## config.mk

```make
export PLATFORM = sky130hd
export DESIGN_NAME = tcn3d_finish
export DESIGN_NICKNAME = d
export VERILOG_FILES = /design/src/tcn3d_pkg.sv /design/src/tcn3d_finish.sv
export SDC_FILE = /design/constraint.sdc
export NUM_CORES = 2
export LEC_CHECK = 0
export BUFFER_PORTS_ARGS = -buffer_cell sky130_fd_sc_hd__buf_2
export CAP_MARGIN = 25
export CORE_MARGIN = 3
export CORE_UTILIZATION = 30
export DETAILED_ROUTE_END_ITERATION = 6
export PLACE_DENSITY = 0.56
export SLEW_MARGIN = 0
export SYNTH_ARGS = -nofsm -noshare
export SYNTH_HDL_FRONTEND = slang
export SYNTH_SLANG_ARGS = --single-unit
```

## constraint.sdc

```tcl
create_clock -name clk -period 16.4 [get_ports clk]
set_input_delay 2.46 -clock clk [delete_from_list [all_inputs] [get_ports clk]]
set_output_delay 2.46 -clock clk [all_outputs]
set_load 0.01 [all_outputs]
```

## src/tcn3d_pkg.sv

```systemverilog
`timescale 1ns / 1ps
// Package for the tiling 3-D cellular noise block: widths, constants and the
// structs passed between the top level, the cell pipeline and the finishing unit.
`default_nettype none

package tcn3d_pkg;

    localparam int FRAC_BITS = 16;
    localparam int MAX_FREQ  = 256;
    localparam int COORD_W   = 24;
    localparam int FREQ_W    = 9;
    localparam int CELL_W    = 8;
    localparam int DIST_W    = 36;
    localparam int ROOT_W    = 18;
    localparam int OUT_W     = 17;

    // Offset codes of a neighbour cell along one axis.
    localparam logic [1:0] OFF_NEG  = 2'd0;
    localparam logic [1:0] OFF_ZERO = 2'd1;
    localparam logic [1:0] OFF_POS  = 2'd2;

    // Register indexes of the configuration port.
    localparam logic REG_FREQ = 1'b0;
    localparam logic REG_MODE = 1'b1;

    localparam logic [FREQ_W-1:0] FREQ_RESET = 9'd4;
    localparam logic              MODE_RESET = 1'b1;

    // Hash constants.
    localparam logic [31:0] HX  = 32'd1619;
    localparam logic [31:0] HY  = 32'd31337;
    localparam logic [31:0] HZ  = 32'd6271;
    localparam logic [31:0] HS  = 32'd1013;
    localparam logic [31:0] HM1 = 32'hb5297a4d;
    localparam logic [31:0] HM2 = 32'h68e31da4;

    // Starting value of both distances: 9.0 with 32 fraction bits.
    localparam logic [DIST_W-1:0] DIST_INIT = 36'h9_0000_0000;

    // Division by 1.73205: reciprocal with 32 fraction bits plus a correction.
    localparam logic [31:0] RECIP    = 32'((64'd1 << 32) * 64'd100000 / 64'd173205);
    localparam logic [17:0] SQ3_NUM  = 18'd100000;
    localparam logic [17:0] SQ3_DEN  = 18'd173205;
    localparam logic [OUT_W-1:0] OUT_ONE = 17'd65536;

    // One neighbour cell handed to the pipeline.
    typedef struct packed {
        logic                    valid;
        logic [CELL_W-1:0]       x;
        logic [CELL_W-1:0]       y;
        logic [CELL_W-1:0]       z;
        logic [2:0][1:0]         off;
        logic [2:0][FRAC_BITS-1:0] fr;
        logic                    first;
        logic                    last;
    } cell_cmd_t;

    // Nearest and second nearest squared distance of one finished item.
    typedef struct packed {
        logic              valid;
        logic [DIST_W-1:0] m1;
        logic [DIST_W-1:0] m2;
    } dist_pair_t;

    // Result and status of the finishing unit.
    typedef struct packed {
        logic             valid;
        logic             busy;
        logic [OUT_W-1:0] value;
    } fin_status_t;

endpackage

`default_nettype wire

```

## src/tcn3d_finish.sv

```systemverilog
`timescale 1ns / 1ps
// Finishing unit: square roots of both distances, two radicand bits per enabled
// cycle, then scaling by 1/sqrt(3) and the clamp per mode. Depends on tcn3d_pkg.
`default_nettype none

module tcn3d_finish (
    input  wire                      clk,
    input  wire                      rst_n,
    input  wire                      en,
    input  wire                      mode,
    input  tcn3d_pkg::dist_pair_t    pair,
    output tcn3d_pkg::fin_status_t   status
);

    localparam logic [2:0] ST_IDLE = 3'd0;
    localparam logic [2:0] ST_ROOT = 3'd1;
    localparam logic [2:0] ST_SEL  = 3'd2;
    localparam logic [2:0] ST_QUO  = 3'd3;
    localparam logic [2:0] ST_CHK  = 3'd4;
    localparam logic [2:0] ST_FIX  = 3'd5;

    localparam int RW = tcn3d_pkg::ROOT_W;

    logic [2:0]  state_reg;
    logic [4:0]  cnt_reg;
    logic [tcn3d_pkg::DIST_W-1:0] rad_reg [2];
    logic [RW+1:0] rem_reg [2];
    logic [RW-1:0] root_reg [2];
    logic [RW-1:0] s_reg, q0_reg;
    logic [35:0]   t1_reg, t2_reg;

    logic [RW+3:0] rem_t [2];
    logic [RW+3:0] trial [2];
    logic [49:0]   prod;
    logic [35:0]   rdiff;
    logic [RW-1:0] q;
    logic [tcn3d_pkg::OUT_W-1:0] result;

    // One root digit per cycle for each distance while enabled.
    always_comb
    begin
        for (int k = 0; k < 2; k++)
        begin
            rem_t[k] = {rem_reg[k], rad_reg[k][tcn3d_pkg::DIST_W-1 -: 2]};
            trial[k] = {2'b00, root_reg[k], 2'b01};
        end
    end

    assign prod  = 50'(s_reg) * 50'(tcn3d_pkg::RECIP);
    assign rdiff = t1_reg - t2_reg;
    assign q     = (rdiff >= 36'(tcn3d_pkg::SQ3_DEN)) ? q0_reg + 1'b1 : q0_reg;

    // Clamp into Q1.16 for the selected mode.
    always_comb
    begin
        if (!mode)
        begin
            result = (q >= RW'(tcn3d_pkg::OUT_ONE)) ? '0 : tcn3d_pkg::OUT_ONE - q[16:0];
        end
        else
        begin
            result = (q > RW'(tcn3d_pkg::OUT_ONE)) ? tcn3d_pkg::OUT_ONE : q[16:0];
        end
    end

    always_ff @(posedge clk or negedge rst_n)
    begin
        if (!rst_n)
        begin
            state_reg <= ST_IDLE;
            cnt_reg   <= '0;
        end
        else if (en)
        begin
            case (state_reg)
                ST_IDLE:
                begin
                    if (pair.valid)
                    begin
                        state_reg <= ST_ROOT;
                        cnt_reg   <= '0;
                    end
                end
                ST_ROOT:
                begin
                    cnt_reg <= cnt_reg + 1'b1;
                    if (cnt_reg == 5'(RW - 1))
                    begin
                        state_reg <= ST_SEL;
                    end
                end
                ST_SEL:  state_reg <= ST_QUO;
                ST_QUO:  state_reg <= ST_CHK;
                ST_CHK:  state_reg <= ST_FIX;
                ST_FIX:  state_reg <= ST_IDLE;
                default: state_reg <= ST_IDLE;
            endcase
        end
    end

    // Datapath registers.
    always_ff @(posedge clk)
    begin
        if (en)
        begin
            if (state_reg == ST_IDLE && pair.valid)
            begin
                rad_reg[0]  <= pair.m1;
                rad_reg[1]  <= pair.m2;
                rem_reg[0]  <= '0;
                rem_reg[1]  <= '0;
                root_reg[0] <= '0;
                root_reg[1] <= '0;
            end
            else if (state_reg == ST_ROOT)
            begin
                for (int k = 0; k < 2; k++)
                begin
                    rad_reg[k] <= rad_reg[k] << 2;
                    if (rem_t[k] >= trial[k])
                    begin
                        rem_reg[k]  <= (RW + 2)'(rem_t[k] - trial[k]);
                        root_reg[k] <= {root_reg[k][RW-2:0], 1'b1};
                    end
                    else
                    begin
                        rem_reg[k]  <= (RW + 2)'(rem_t[k]);
                        root_reg[k] <= {root_reg[k][RW-2:0], 1'b0};
                    end
                end
            end
            if (state_reg == ST_SEL)
            begin
                if (!mode)
                begin
                    s_reg <= root_reg[0];
                end
                else
                begin
                    s_reg <= (root_reg[1] >= root_reg[0]) ? root_reg[1] - root_reg[0] : '0;
                end
            end
            if (state_reg == ST_QUO)
            begin
                q0_reg <= prod[49:32];
            end
            if (state_reg == ST_CHK)
            begin
                t1_reg <= 36'(s_reg) * 36'(tcn3d_pkg::SQ3_NUM);
                t2_reg <= 36'(q0_reg) * 36'(tcn3d_pkg::SQ3_DEN);
            end
        end
    end

    assign status.valid = (state_reg == ST_FIX);
    assign status.busy  = (state_reg != ST_IDLE);
    assign status.value = result;

endmodule

`default_nettype wire

```

==> flow_metrics.tcl <==
set metrics [dict create \
    initialDrtViolationCount 1370 \
    ios 96 \
    grt_max_degree 94 \
    clk_latency_ps 600 \
    antenna_left 0 \
    layout_commonest_cell "inv_1" \
    synth-adder-area-share_pct 40.82 \
    avgRoutedWirePerCell_um 15.98 \
    grt.total_usage_pct 14.04 \
    cp_cell_sequence "ha_1, nor4b_1, a32oi_1, a21boi_0, o22ai_1, o311ai_0, nand4_1, nor4bb_1, nand4_1, xnor2_1, ha_1, inv_1, a221oi_1, nand3_1, o41a_1, o22ai_1, buf_2" \
    rsz0062_at_grt "false" \
    core_area_um2 102300 \
    multi_input_area_um2 20720 \
    gr-total-overflow 0 \
    synth.distinct_cells 78 \
    final_cell_mix "658 x inv_1, 508 x ha_1, 341 x nand2_1" \
    syn_to_final_growth_pct 9.902 \
    r2r_cells 26 \
    arrival_ps 7970 \
    critPathSlowestCell "nand4_1" \
    syn-cell-area_um2 31070 \
    rrSetupSlack_ps 8080 \
    synth_cells 3202 \
    cts.sinks 258 \
    cts_buffer_depth 3 \
    worstMarginPinSlew_ps 978.7 \
    tns_ps 0 \
    finalSetupViolCount 0 \
    cts_setup_buffers 0 \
    fillers 10520 \
    rr_startpoint "s_reg[17]" \
    final-seq-area_um2 7697 \
    critPathMaxStageDelay_ps 900 \
    relSlewSlack_pct 34.75 \
    io_buffers 95 \
    synth_seq_cells 258 \
    synth_xor_area_share_pct 3.749 \
    yosysTopAreaCellShare_pct 24.06 \
    ys_seq_area_share_pct 24.77 \
    final-hold-violation-count 0 \
    cts_buffers 28 \
    postCtsResizedCells 0 \
    cts_tree "yes" \
    dpl.cell_count 4627 \
    die_w_um 327.8 \
    nets 4191 \
    yosys-top-cells-area "edfxtp_1 24%, ha_1 20%, fa_1 20%" \
    synth-warning-count 0 \
    row_count 117 \
    ys.flop_type "edfxtp_1" \
    largest_reg_flops 72 \
    clk_pin_slew_ps 60 \
    cp_max_fo 16 \
    synth_fp_nets 4103 \
    period_share_pct 63.62 \
    outcome "completed" \
    fmax_mhz 95.84 \
    dp_hpwl_mm 60.64 \
    synth_compound_area_share_pct 9.842 \
    layout-drive-gt1-share_pct 5.770 \
    yosys.area.top_type "edfxtp_1" \
    hold_class "register to register" \
    viasPerCell 4.683 \
    design_area_um2 34150 \
    grt_pass1_vias 22180 \
    cts-root-buf "clkbuf_16" \
    die_area_um2 107500 \
    synthArstFlopShare_pct 3.101 \
    layout.cells.non_filler 4678 \
    synth_top_family_by_area "adder cells" \
    synth_mux_area_share_pct 0.4591 \
    dpl-instance-area_um2 33200 \
    drtPass1Iterations 5 \
    totalWireLength_mm 74.74 \
    initial_core_util_pct 30.36 \
    antenna_found_initial 2 \
    die_h_um 327.8 \
    drv_slew 0 \
    whs_path_depth 2 \
    holdPathEnd "root_reg[1][0]" \
    synth-simple-area-share_pct 11.73 \
    diodes 0 \
    fin_skew_ps 58.80 \
    place.gp.congestion 0.8711 \
    syn_area_per_cell_um2 9.704 \
    critical_path.endpoint_type "output port" \
    vias 21910 \
    required_ps 13940 \
    h-tree-depth 1 \
    post-route-min-period_ps 10430 \
    grt_pass1_wl_mm 121.0 \
    cts-hold-fix-buffers 0 \
    critical_path_class "register to output port" \
    critPathLaunch "t1_reg[5]" \
    min_from "root_reg[1][0]" \
    drv_cap 0 \
    cp-start-kind "register" \
    drc 0 \
    synth_edf_count 249 \
    r2r-end "q0_reg[17]" \
]
stage by stage:
stage / worst slack (ps) / hold WS, ps / util, %
after global routing: 5436 / 504.7 / 33.37
after floorplan: 8945 / 435.3 / -
final: 5966 / 464.4 / 33.37
after global placement: 6911 / 445.3 / 32.44
after CTS: 6099 / 468.0 / 33.35
after detailed placement: 6766 / 459.0 / 32.44
cells in the mapped netlist, drive strengths merged (22+ instances only):
| master | instances |
|---|---|
| a21o | 34 |
| fa | 316 |
| nand3 | 46 |
| nor3 | 53 |
| nor2b | 23 |
| or3 | 22 |
| inv | 658 |
| edfxtp | 249 |
| ha | 508 |
| a21oi | 123 |
| nand4 | 28 |
| o22ai | 29 |
| xnor2 | 91 |
| xor2 | 42 |
| a21boi | 22 |
| o21a | 31 |
| o21ai | 96 |
| clkbuf | 50 |
| nor2 | 178 |
| nand2 | 342 |
per-layer routing:
metal	GRT usage [%]	vias to the layer above	routed length [µm]	part of all wire [%]
li1	-	10870	-	-
met1	19.64	10550	35200	47
met2	23.50	417	35010	47
met3	1.768	71	3375	4.5
met4	2.385	4	1119	1.5
met5	0	-	27	0.036
cells by family after synthesis:
| kind of cell | Yosys count |
|---|---|
| simple gates | 801 |
| buf+inv | 712 |
| mux | 14 |
| xor+xnor | 133 |
| compound gates | 460 |
| fa+ha+maj | 824 |
| flops | 258 |
how the worst max path moves through the flow:
| stage | endpoint | cells after the start |
|---|---|---|
| after floorplan | status[14] | 19 |
| after global placement | status[7] | 17 |
| after detailed placement | status[7] | 17 |
| after CTS | status[7] | 17 |
| after global routing | status[7] | 17 |
| final | status[7] | 17 |
critical path: cells and delay by family, from the launching register on:
| family | cells | cell delay (ps) |
|---|---|---|
| AOI/OAI and AO/OA | 7 | 3070 |
| xor gates and xnor gates | 1 | 550 |
| adders and majority gates | 2 | 590 |
| buffers and inverters | 2 | 320 |
| DFF | 1 | 370 |
| and+or+nand+nor | 5 | 2490 |
cell type report:
type | instances | share of cell area [%]
Multi-Input combinational cell | 2232 | 60.69
Tap cell | 1368 | 5.012
Sequential cell | 258 | 22.54
Inverter | 658 | 7.233
Clock inverter | 21 | 0.6595
Timing Repair Buffer | 112 | 1.803
Clock buffer | 29 | 2.063
Power is not shown: default switching activity piles up to over one toggle a cycle in this logic, so the estimate is an artifact.
